==> config.mk <==
export PLATFORM = sky130hd
export DESIGN_NAME = blink_code_digit_decoder
export DESIGN_NICKNAME = d
export VERILOG_FILES = /design/src/bcdd_pkg.sv /design/src/bcdd_front.sv /design/src/bcdd_queue.sv /design/src/bcdd_back.sv /design/src/blink_code_digit_decoder.sv
export SDC_FILE = /design/constraint.sdc
export NUM_CORES = 1
export LEC_CHECK = 0
export ABC_AREA = 0
export BUFFER_PORTS_ARGS = -buffer_cell sky130_fd_sc_hd__buf_4
export CAP_MARGIN = 15
export CORE_MARGIN = 2
export CORE_UTILIZATION = 35
export CTS_BUF_LIST = sky130_fd_sc_hd__clkbuf_16
export DETAILED_ROUTE_END_ITERATION = 12
export SYNTH_ARGS = -nofsm -noshare
export SYNTH_HDL_FRONTEND = slang
export SYNTH_HIERARCHICAL = 1
export SYNTH_SLANG_ARGS = --single-unit
==> constraint.sdc <==
create_clock -name i_clk -period 5.9 [get_ports i_clk]
set_input_delay 0.295 -clock i_clk [delete_from_list [all_inputs] [get_ports i_clk]]
set_output_delay 0.295 -clock i_clk [all_outputs]
set_load 0.01 [all_outputs]
==> src/bcdd_pkg.sv <==
package bcdd_pkg;

    // Fixed field widths
    localparam int TS_W       = 32;
    localparam int REQ_W      = 2;
    localparam int CODE_W     = 15;
    localparam int POS_W      = 3;
    localparam int CFG_IDX_W  = 1;
    localparam int NUM_DIGITS = 4;
    localparam int DIG_IDX_W  = 2;

    // Decimal weights of the four digits, most significant first
    localparam int W_THOUSAND = 1000;
    localparam int W_HUNDRED  = 100;
    localparam int W_TEN      = 10;

    // Register reset values
    localparam logic [TS_W-1:0] GAP_RESET      = 32'd2000;
    localparam logic [TS_W-1:0] DEBOUNCE_RESET = 32'd50;

    // Configuration register indexes
    localparam logic [CFG_IDX_W-1:0] CFG_GAP      = 1'd0;
    localparam logic [CFG_IDX_W-1:0] CFG_DEBOUNCE = 1'd1;

    // Request codes on the input channel
    localparam logic [REQ_W-1:0] REQ_PULSE   = 2'd0;
    localparam logic [REQ_W-1:0] REQ_TIMEOUT = 2'd1;
    localparam logic [REQ_W-1:0] REQ_CLEAR   = 2'd2;
    localparam logic [REQ_W-1:0] REQ_UNUSED  = 2'd3;

    // Queue between the front and the back
    localparam int QUEUE_DEPTH = 2;
    localparam int QPTR_W      = 1;
    localparam int QCNT_W      = 2;

    typedef enum logic [1:0] {
        OP_PULSE,
        OP_TIMEOUT,
        OP_CLEAR,
        OP_NONE
    } t_op;

    typedef struct packed {
        t_op             op;
        logic [TS_W-1:0] ts;
    } t_item;

endpackage

==> src/bcdd_front.sv <==
module bcdd_front (
    input  logic                          i_valid,
    input  logic [bcdd_pkg::REQ_W-1:0]    i_req_type,
    input  logic [bcdd_pkg::TS_W-1:0]     i_timestamp,
    input  logic                          i_full,
    output logic                          o_stall,
    output logic                          o_push,
    output bcdd_pkg::t_item               o_item
);

    bcdd_pkg::t_op w_op;

    always_comb begin
        unique case (i_req_type)
            bcdd_pkg::REQ_PULSE:   w_op = bcdd_pkg::OP_PULSE;
            bcdd_pkg::REQ_TIMEOUT: w_op = bcdd_pkg::OP_TIMEOUT;
            bcdd_pkg::REQ_CLEAR:   w_op = bcdd_pkg::OP_CLEAR;
            bcdd_pkg::REQ_UNUSED:  w_op = bcdd_pkg::OP_NONE;
            default:               w_op = bcdd_pkg::OP_NONE;
        endcase
    end

    assign o_stall    = i_full;
    assign o_push     = i_valid && !i_full;
    assign o_item.op  = w_op;
    assign o_item.ts  = i_timestamp;

endmodule

==> src/bcdd_queue.sv <==
module bcdd_queue (
    input  logic            i_clk,
    input  logic            i_rst_n,
    input  logic            i_push,
    input  bcdd_pkg::t_item i_item,
    input  logic            i_pop,
    output logic            o_full,
    output logic            o_nonempty,
    output bcdd_pkg::t_item o_item
);

    bcdd_pkg::t_item                   r_mem [bcdd_pkg::QUEUE_DEPTH];
    logic [bcdd_pkg::QPTR_W-1:0]       r_wr_ptr;
    logic [bcdd_pkg::QPTR_W-1:0]       r_rd_ptr;
    logic [bcdd_pkg::QCNT_W-1:0]       r_count;
    logic [bcdd_pkg::QCNT_W-1:0]       n_count;
    logic                              w_pop;

    assign w_pop      = i_pop && (r_count != '0);
    assign o_full     = (r_count == bcdd_pkg::QCNT_W'(bcdd_pkg::QUEUE_DEPTH));
    assign o_nonempty = (r_count != '0);
    assign o_item     = r_mem[r_rd_ptr];

    always_comb begin
        n_count = r_count;
        if (i_push && !w_pop) begin
            n_count = r_count + 1'b1;
        end else if (w_pop && !i_push) begin
            n_count = r_count - 1'b1;
        end
    end

    always_ff @(posedge i_clk) begin
        if (!i_rst_n) begin
            r_wr_ptr <= '0;
            r_rd_ptr <= '0;
            r_count  <= '0;
        end else begin
            r_count <= n_count;
            if (i_push) begin
                r_wr_ptr <= r_wr_ptr + 1'b1;
            end
            if (w_pop) begin
                r_rd_ptr <= r_rd_ptr + 1'b1;
            end
        end
    end

    always_ff @(posedge i_clk) begin
        if (i_push) begin
            r_mem[r_wr_ptr] <= i_item;
        end
    end

endmodule

==> src/bcdd_back.sv <==
module bcdd_back #(
    parameter int MAX_PULSES = 15
) (
    input  logic                                   i_clk,
    input  logic                                   i_rst_n,
    input  logic [bcdd_pkg::TS_W-1:0]              i_gap,
    input  logic [bcdd_pkg::TS_W-1:0]              i_debounce,
    input  logic                                   i_nonempty,
    input  bcdd_pkg::t_item                        i_item,
    output logic                                   o_pop,
    input  logic                                   i_stall,
    output logic                                   o_valid,
    output logic                                   o_accepted,
    output logic                                   o_code_ready,
    output logic [bcdd_pkg::POS_W-1:0]             o_position,
    output logic [bcdd_pkg::NUM_DIGITS-1:0][$clog2(MAX_PULSES+1)-1:0] o_digits
);

    localparam int TALLY_W = $clog2(MAX_PULSES + 1);
    localparam logic [TALLY_W-1:0] TALLY_MAX = TALLY_W'(MAX_PULSES);
    localparam logic [bcdd_pkg::POS_W-1:0] POS_DONE = bcdd_pkg::POS_W'(bcdd_pkg::NUM_DIGITS);
    localparam logic [bcdd_pkg::POS_W-1:0] POS_LAST =
        bcdd_pkg::POS_W'(bcdd_pkg::NUM_DIGITS - 1);

    logic [TALLY_W-1:0]                          r_tally,  n_tally;
    logic [bcdd_pkg::TS_W-1:0]                   r_anchor, n_anchor;
    logic                                        r_anchor_valid, n_anchor_valid;
    logic [bcdd_pkg::POS_W-1:0]                  r_index,  n_index;
    logic [bcdd_pkg::NUM_DIGITS-1:0][TALLY_W-1:0] r_digits, n_digits;
    logic                                        r_ready,  n_ready;

    logic                                        r_out_valid;
    logic                                        r_out_acc;
    logic                                        r_out_ready;
    logic [bcdd_pkg::POS_W-1:0]                  r_out_pos;
    logic [bcdd_pkg::NUM_DIGITS-1:0][TALLY_W-1:0] r_out_digits, n_out_digits;

    logic                                        w_fire;
    logic                                        w_acc;
    logic                                        w_active;
    logic [bcdd_pkg::TS_W-1:0]                   w_elapsed;
    logic                                        w_pulse_ok;
    logic                                        w_timeout_ok;

    // The result register frees up in the same cycle its transfer completes.
    assign w_fire = i_nonempty && (!r_out_valid || !i_stall);
    assign o_pop  = w_fire;

    // Elapsed time wraps with the timestamp counter.
    assign w_elapsed    = i_item.ts - r_anchor;
    assign w_active     = !r_ready && (r_index < POS_DONE);
    assign w_pulse_ok   = w_active && (!r_anchor_valid || (w_elapsed > i_debounce));
    assign w_timeout_ok = w_active && r_anchor_valid && (w_elapsed > i_gap);

    always_comb begin
        n_tally        = r_tally;
        n_anchor       = r_anchor;
        n_anchor_valid = r_anchor_valid;
        n_index        = r_index;
        n_digits       = r_digits;
        n_ready        = r_ready;
        w_acc          = 1'b0;
        unique case (i_item.op)
            bcdd_pkg::OP_PULSE: begin
                if (w_pulse_ok) begin
                    w_acc          = 1'b1;
                    n_anchor       = i_item.ts;
                    n_anchor_valid = 1'b1;
                    if (r_tally != TALLY_MAX) begin
                        n_tally = r_tally + 1'b1;
                    end
                end
            end
            bcdd_pkg::OP_TIMEOUT: begin
                if (w_timeout_ok) begin
                    w_acc = 1'b1;
                    n_digits[r_index[bcdd_pkg::DIG_IDX_W-1:0]] = r_tally;
                    n_index  = r_index + 1'b1;
                    n_tally  = '0;
                    n_anchor = i_item.ts;
                    if (r_index == POS_LAST) begin
                        n_ready = 1'b1;
                    end
                end
            end
            bcdd_pkg::OP_CLEAR: begin
                n_tally        = '0;
                n_anchor       = '0;
                n_anchor_valid = 1'b0;
                n_index        = '0;
                n_digits       = '0;
                n_ready        = 1'b0;
            end
            bcdd_pkg::OP_NONE: begin
            end
            default: begin
            end
        endcase

        // A digit still being counted shows its live tally once it is nonzero.
        n_out_digits = n_digits;
        if ((n_index < POS_DONE) && (n_tally != '0)) begin
            n_out_digits[n_index[bcdd_pkg::DIG_IDX_W-1:0]] = n_tally;
        end
    end

    always_ff @(posedge i_clk) begin
        if (!i_rst_n) begin
            r_tally        <= '0;
            r_anchor       <= '0;
            r_anchor_valid <= 1'b0;
            r_index        <= '0;
            r_digits       <= '0;
            r_ready        <= 1'b0;
            r_out_valid    <= 1'b0;
        end else begin
            if (w_fire) begin
                r_tally        <= n_tally;
                r_anchor       <= n_anchor;
                r_anchor_valid <= n_anchor_valid;
                r_index        <= n_index;
                r_digits       <= n_digits;
                r_ready        <= n_ready;
                r_out_valid    <= 1'b1;
            end else if (!i_stall) begin
                r_out_valid    <= 1'b0;
            end
        end
    end

    always_ff @(posedge i_clk) begin
        if (w_fire) begin
            r_out_acc    <= w_acc;
            r_out_ready  <= n_ready;
            r_out_pos    <= n_index;
            r_out_digits <= n_out_digits;
        end
    end

    assign o_valid      = r_out_valid;
    assign o_accepted   = r_out_acc;
    assign o_code_ready = r_out_ready;
    assign o_position   = r_out_pos;
    assign o_digits     = r_out_digits;

endmodule

==> src/blink_code_digit_decoder.sv <==
// Four-digit blink code decoder.
// Input channel (i_valid / o_stall): one request per transfer, a pulse, a
// timeout check or a clear, each with its timestamp. Output channel
// (o_valid / i_stall): exactly one result per request, in request order,
// giving whether it was taken, whether the code is complete, the weighted
// code with the live count substituted, and the digit position.
// Configuration (i_cfg_valid / o_cfg_ready): index 0 sets the gap threshold,
// index 1 the debounce delay; writes are always taken and belong in idle time.
// Throughput is one request per cycle while the receiver does not stall. A
// request passes through the two-entry request queue and then through the
// state update into the result register.
// When the receiver stalls, the result holds, the next request waits in the
// queue, and o_stall rises once the queue is full; nothing is dropped.
// Reset clears the decoder state and the queue and returns the thresholds to
// 2000 and 50 time units; the block accepts requests as soon as reset is released.
module blink_code_digit_decoder #(
    parameter int MAX_PULSES = 15
) (
    input  logic                             i_clk,
    input  logic                             i_rst_n,
    input  logic                             i_valid,
    output logic                             o_stall,
    input  logic [bcdd_pkg::REQ_W-1:0]       i_req_type,
    input  logic [bcdd_pkg::TS_W-1:0]        i_timestamp,
    output logic                             o_valid,
    input  logic                             i_stall,
    output logic                             o_accepted,
    output logic                             o_code_ready,
    output logic [bcdd_pkg::CODE_W-1:0]      o_latest_code,
    output logic [bcdd_pkg::POS_W-1:0]       o_digit_position,
    input  logic                             i_cfg_valid,
    output logic                             o_cfg_ready,
    input  logic [bcdd_pkg::CFG_IDX_W-1:0]   i_cfg_index,
    input  logic [bcdd_pkg::TS_W-1:0]        i_cfg_data
);

    localparam int TALLY_W = $clog2(MAX_PULSES + 1);
    // 1111 fits in 11 bits, so this holds the full weighted sum.
    localparam int SUM_W   = TALLY_W + 11;

    logic [bcdd_pkg::TS_W-1:0]                   r_gap;
    logic [bcdd_pkg::TS_W-1:0]                   r_debounce;

    logic                                        w_full;
    logic                                        w_push;
    bcdd_pkg::t_item                             w_front_item;
    logic                                        w_nonempty;
    bcdd_pkg::t_item                             w_queue_item;
    logic                                        w_pop;
    logic [bcdd_pkg::NUM_DIGITS-1:0][TALLY_W-1:0] w_digits;
    logic [SUM_W-1:0]                            w_code_sum;

    assign o_cfg_ready = 1'b1;

    always_ff @(posedge i_clk) begin
        if (!i_rst_n) begin
            r_gap      <= bcdd_pkg::GAP_RESET;
            r_debounce <= bcdd_pkg::DEBOUNCE_RESET;
        end else if (i_cfg_valid) begin
            unique case (i_cfg_index)
                bcdd_pkg::CFG_GAP:      r_gap      <= i_cfg_data;
                bcdd_pkg::CFG_DEBOUNCE: r_debounce <= i_cfg_data;
                default: begin
                end
            endcase
        end
    end

    bcdd_front u_front (
        .i_valid     (i_valid),
        .i_req_type  (i_req_type),
        .i_timestamp (i_timestamp),
        .i_full      (w_full),
        .o_stall     (o_stall),
        .o_push      (w_push),
        .o_item      (w_front_item)
    );

    bcdd_queue u_queue (
        .i_clk      (i_clk),
        .i_rst_n    (i_rst_n),
        .i_push     (w_push),
        .i_item     (w_front_item),
        .i_pop      (w_pop),
        .o_full     (w_full),
        .o_nonempty (w_nonempty),
        .o_item     (w_queue_item)
    );

    bcdd_back #(
        .MAX_PULSES (MAX_PULSES)
    ) u_back (
        .i_clk        (i_clk),
        .i_rst_n      (i_rst_n),
        .i_gap        (r_gap),
        .i_debounce   (r_debounce),
        .i_nonempty   (w_nonempty),
        .i_item       (w_queue_item),
        .o_pop        (w_pop),
        .i_stall      (i_stall),
        .o_valid      (o_valid),
        .o_accepted   (o_accepted),
        .o_code_ready (o_code_ready),
        .o_position   (o_digit_position),
        .o_digits     (w_digits)
    );

    // Constant weights reduce to shift-and-add networks.
    assign w_code_sum = SUM_W'(w_digits[0]) * SUM_W'(bcdd_pkg::W_THOUSAND)
                      + SUM_W'(w_digits[1]) * SUM_W'(bcdd_pkg::W_HUNDRED)
                      + SUM_W'(w_digits[2]) * SUM_W'(bcdd_pkg::W_TEN)
                      + SUM_W'(w_digits[3]);

    assign o_latest_code = w_code_sum[bcdd_pkg::CODE_W-1:0];

endmodule

==> results of run 1 <==
[timing repair]
| action | in CTS | in global routing |
|---|---|---|
| setup buffers | 0 | 6 |
| endpoints found under the hold margin | 83 | 0 |
| gates cloned | 0 | 2 |
| pin swaps | 3 | 33 |
| hold buffers | 47 | 0 |
| resized for setup | 1 | 62 |
| endpoints found under the setup margin | 6 | 51 |
[cell families (layout without fill, tap and decap cells)]
family | count (synthesis) | after routing | synth area share
buf+inv | 231 | 391 | 0.07324
compound gates | 338 | 338 | 0.1702
flops | 216 | 216 | 0.3691
fa+ha+maj | 174 | 174 | 0.1637
other cells | 1 | 1 | 0.0002654
xor+xnor | 50 | 50 | 0.03100
mux | 44 | 44 | 0.03445
simple gates | 458 | 460 | 0.1580
[state kept, by name (all words and copies together), names as in the netlist, named ones only]
| signal | cells |
|---|---|
| u_queue/r_mem | 68 |
| r_debounce | 32 |
| r_gap | 32 |
| u_back/r_anchor | 32 |
| u_back/o_digits | 16 |
| u_back/r_digits | 16 |
| u_back/r_tally | 4 |
| u_back/o_position | 3 |
| u_back/r_index | 3 |
| u_queue/r_count | 2 |
| u_back/o_accepted | 1 |
| u_back/o_code_ready | 1 |
| u_back/o_valid | 1 |
| u_back/r_anchor_valid | 1 |
| u_back/r_ready | 1 |
| u_queue/r_rd_ptr | 1 |
| u_queue/r_wr_ptr | 1 |
[synthesized netlist by cell type, drive strengths merged (7+ instances only)]
cell,number,area (um^2)
nor2b,32,207.7
a211oi,17,147.6
buf,54,370.4
fa,18,360.4
dfxtp,127,2542
a21boi,94,705.7
or3b,31,271.5
o31ai,7,52.55
mux2i,10,103.9
a21o,27,202.7
or3,7,43.79
a32oi,21,183.9
o21a,10,82.57
nor3,11,60.06
ha,156,1952
xor2,16,140.1
and2,12,75.08
mux2,34,382.9
nand2b,9,56.30
a31oi,7,65.06
nand3,31,155.2
o21ai,35,178.9
nand4,17,112.6
edfxtp,89,2673
a21oi,70,354.1
clkbuf,37,138.9
nor2,61,229.0
xnor2,34,297.8
inv,140,525.5
nand2,221,829.6
[area by class of cell]
class | count | area, um^2
Clock buffer | 25 | 625.6
Clock inverter | 21 | 171.4
Fill cell | 3953 | 22720
Inverter | 140 | 525.5
Multi-Input combinational cell | 1067 | 8195
Timing Repair Buffer | 205 | 1717
Tap cell | 525 | 656.9
Sequential cell | 216 | 5216
[critical path, cell delays in order (launching register included)]
cell	delay [ns]
dfxtp_2	0.36
buf_8	0.14
mux2_2	0.37
ha_1	0.35
and3_2	0.26
a21boi_1	0.14
a41oi_2	0.18
o211ai_1	0.18
buf_4	0.19
a211oi_4	0.22
o21bai_1	0.11
a21oi_2	0.18
xnor2_2	0.14
ha_1	0.32
nand4_1	0.21
nor4_2	0.36
nor3b_4	0.28
o31ai_4	0.13
a31oi_4	0.25
o21ai_4	0.13
buf_6	0.15
a221oi_4	0.26
buf_6	0.18
buf_4	0.13
nor3_1	0.04
o32ai_1	0.15
[routing by layer]
layer  global-route usage  routed length [um]  up-vias
met5                    0                   0        -
met4              0.04162                 724        0
met3              0.01877                1202       39
met2               0.2738               15850      205
met1               0.2142               16420     5248
li1                     -                   -     5554
[worst paths after layout]
| check | slack [ns] | to | cells past startpoint |
|---|---|---|---|
| setup / recovery | 0.26 | u_back/o_digits[12] | 25 |
| hold reg to reg | 0.45 | u_back/r_anchor[18] | 2 |
| hold / removal | 0.03 | r_gap[21] | 3 |
| setup reg to reg | 0.26 | u_back/o_digits[12] | 25 |
[per-stage QoR]
| step | TNS, ns | std cells | area, um^2 | hold WS, ns | utilization |
|---|---|---|---|---|---|
| 3_5_place_dp | -0.007260 | 2097 | 15440 | 0.4415 | 0.3878 |
| 2_1_floorplan | 0 | 1512 | 14130 | 0.4125 | - |
| 4_1_cts | 0 | 2190 | 16710 | 0.0009360 | 0.4196 |
| 3_3_place_gp | 0 | 2097 | 15440 | 0.4375 | 0.3878 |
| 5_1_grt | -0.5595 | 2199 | 17110 | 0.01204 | 0.4296 |
| 6_report | 0 | 2199 | 17110 | 0.02719 | 0.4296 |
==> reports/qor.txt, run 1 <==
# DRC -> 0
Clock buffer depth -> 3
Synthesized area -> 14130 um^2
Worst-path clk slew -> 0.06 ns
GR Overflow Total -> 0
Post-synth ARST share -> 0
Initial antenna violation count -> 0
Number of port buffers -> 93
CTS Buf Count -> 25
Worst-margin pin slew -> 1.103 ns
Worst slack, placed -> -0.007260 ns
Crit Path Category -> reg -> reg
Die height -> 204.9 um
Final Skew -> 0.02260 ns
Initial DRC count -> 627
DR vias/cell -> 5.023
Clock Latency Late Sink -> 0.54 ns
Post-route setup slack -> 0.2635 ns
Synth Register Bits -> 216
Total track usage -> 0.1601
Root buf cell -> clkbuf_16
Hold Crit Start -> i_cfg_data[21]
Outcome -> finished, final reports clean
Largest net degree at the start of global routing -> 128
CTS tree -> built
Commonest non-fill, non-tap cells in the layout -> nand2_1, ha_1, buf_4
CP Data Arrival Time -> 5.97 ns
Avg Inst Size Synth -> 9.343 um^2
Final hold vios -> 0
H-tree depth -> 1
Gpl congestion -> 0.8534
Post-Syn Instances -> 1512
Period Utilization, post-route -> 0.9553
Vias in the first global route -> 10910
Synth cell types -> 78
Final Setup Violations -> 0
CP max FO -> 8
Most used DFF post-synth -> dfxtp_1
Synthesis-to-layout area growth -> 21.10%
Die X -> 204.9 um
Syn Nets -> 1758
Antenna Nets Post-Route -> 0
Sink Count -> 216
First-pass GRT wire length -> 54560 um
Post-DP HPWL -> 25210 um
Wire per inst -> 15.55 um
Vias after detailed routing -> 11046
Fin nets -> 1901
Yosys synthesis warning count -> 6
Post-synth EDFFs -> 89
# rows -> 73
Hold Path Class -> in -> reg
Starting density of the core -> 0.3548
Die Area -> 41990 um^2
Seq/Total Area, Yosys -> 0.3691
Crit end category -> register
Layout cell share with drive strength beyond 1 -> 0.1822
Required @ worst endpoint -> 6.24 ns
Core Region -> 39820 um^2
Antenna cells -> 0
Fmax -> 177.4 MHz
Worst slew margin -> 0.2650
Drt pass-1 iters -> 5
Drt total wl -> 34190 um
Io pins -> 95
Tmin final -> 5.637 ns
Max-cap viol count -> 0
Startpoint type of the worst setup path -> register
Final Max Tran Viols -> 0
Commonest non-fill, non-tap cell in the layout -> nand2_1
Power of run 1 is left out: the tool's default activity adds up to more than one toggle a clock period on the data nets, which glitch-free logic cannot reach.
==> run 2: changes to the inputs <==
==> constraint.sdc (replaced) <==
create_clock -name i_clk -period 5.9 [get_ports i_clk]
set_input_delay 0.59 -clock i_clk [delete_from_list [all_inputs] [get_ports i_clk]]
set_output_delay 0.59 -clock i_clk [all_outputs]
set_load 0.01 [all_outputs]
==> reports/qor.txt, run 2 (synthesis gave the netlist of run 1 again) <==
Antenna Nets Post-Route -> 0
Post-DP HPWL -> 25210 um
CTS Buf Count -> 25
# DRC -> 0
Starting density of the core -> 0.3548
Largest net degree at the start of global routing -> 128
Hold Path Class -> in -> reg
Clock buffer depth -> 3
Number of port buffers -> 93
Total track usage -> 0.1590
Period Utilization, post-route -> 0.9517
# rows -> 73
Layout cell share with drive strength beyond 1 -> 0.1833
Fin area -> 16590 um^2
Worst slew margin -> 0.2820
Io pins -> 95
Commonest non-fill, non-tap cells in the layout -> nand2_1, ha_1, buf_4
Wire per inst -> 15.68 um
Clock Latency Late Sink -> 0.54 ns
Gpl congestion -> 0.8534
Tmin final -> 5.615 ns
Initial DRC count -> 583
Crit Path Category -> reg -> reg
Worst reg2reg endpoint -> u_back/o_digits[8]
Vias after detailed routing -> 10768
Antenna cells -> 0
Hold_ws -> 0.2351 ns
Hold Buf Count CTS -> 0
Synthesis-to-layout area growth -> 17.47%
Filler cell count -> 3986
Required @ worst endpoint -> 6.16 ns
Core Region -> 39820 um^2
Final Max Tran Viols -> 0
CTS tree -> built
Placed Area -> 15440 um^2
Final Non-Filler Cells -> 2151
Drt pass-1 iters -> 5
Sink Count -> 216
Die Area -> 41990 um^2
Largest Register -> u_queue/r_mem
Vias in the first global route -> 10721
Max-cap viol count -> 0
Worst-margin pin slew -> 1.077 ns
Final Setup Violations -> 0
Die height -> 204.9 um
Crit end category -> register
Placed Instances -> 2097
Largest register FFs -> 68
Hold Crit Start -> i_timestamp[18]
Final Skew -> 0.02674 ns
Worst Hold Depth -> 1
Hold EP -> u_queue/r_mem[1][18]
First-pass GRT wire length -> 54060 um
Drt total wl -> 33740 um
DR vias/cell -> 5.006
H-tree depth -> 1
Outcome -> finished, final reports clean
Root buf cell -> clkbuf_16
Initial antenna violation count -> 0
Commonest non-fill, non-tap cell in the layout -> nand2_1
Startpoint type of the worst setup path -> register
Final setup TNS -> 0 ns
Final hold vios -> 0
GR Overflow Total -> 0
Worst-path clk slew -> 0.06 ns
Die X -> 204.9 um
Fin nets -> 1853
Reg-to-reg slack, setup -> 0.28 ns
CP max FO -> 7
R2R cell count -> 25
CP Data Arrival Time -> 5.88 ns
Fmax -> 178.1 MHz
run 2: layout make-up:
| class | count | area, um^2 | area share |
|---|---|---|---|
| Sequential cell | 216 | 5216 | 0.3143 |
| Clock inverter | 21 | 171.4 | 0.01033 |
| Clock buffer | 25 | 625.6 | 0.03770 |
| Multi-Input combinational cell | 1066 | 8153 | 0.4913 |
| Inverter | 140 | 525.5 | 0.03167 |
| Tap cell | 525 | 656.9 | 0.03958 |
| Timing Repair Buffer | 158 | 1246 | 0.07510 |
run 2: worst max path at each step:
stage,to,from,slack (ns),cells past startpoint
floorplan,u_back/o_digits[13],register,0.11,24
global placement,u_back/o_digits[13],register,0.07,22
detailed placement,u_back/o_digits[14],register,-0.007,23
CTS,u_back/o_digits[14],register,0.03,23
global route,u_back/r_anchor[6],register,-0.06,24
finish,u_back/o_digits[8],register,0.28,25
run 2: repair_timing:
action,4_1_cts,5_1_grt
setup buffers,0,6
pin swaps,3,23
resized for setup,1,54
gates cloned,0,1
endpoints found under the setup margin,6,51
run 2: worst max-delay path, stage by stage (launching register included):
cell	delay (ns)
dfxtp_2	0.36
buf_4	0.16
mux2_2	0.39
ha_1	0.41
a21o_1	0.20
a21oi_2	0.16
o21bai_1	0.08
a21o_1	0.23
buf_4	0.15
a221oi_2	0.30
nor4_1	0.09
nand2b_1	0.16
xnor2_1	0.17
ha_1	0.34
and4_1	0.23
nand3_1	0.11
or3_4	0.43
o21a_4	0.24
o21a_4	0.14
o21ai_4	0.23
buf_6	0.15
a221oi_4	0.06
buf_6	0.15
buf_4	0.15
nor3_1	0.16
o2bb2ai_1	0.08
run 2: per-layer routing:
metal / global-route usage / up-vias / share of wire / wire length [um]
li1: - / 5451 / - / -
met1: 0.2144 / 5088 / 0.48 / 16110
met2: 0.2697 / 192 / 0.46 / 15610
met3: 0.01909 / 37 / 0.039 / 1314
met4: 0.04085 / 0 / 0.021 / 698
met5: 0 / - / 0 / 0
run 2: per-stage QoR:
step | setup WS [ns] | util
3_5_place_dp | -0.007260 | 0.3878
4_1_cts | 0.02834 | 0.4078
6_report | 0.2848 | 0.4167
3_3_place_gp | 0.06838 | 0.3878
2_1_floorplan | 0.1119 | -
5_1_grt | -0.06120 | 0.4167
Power of run 2 is left out for the same reason.
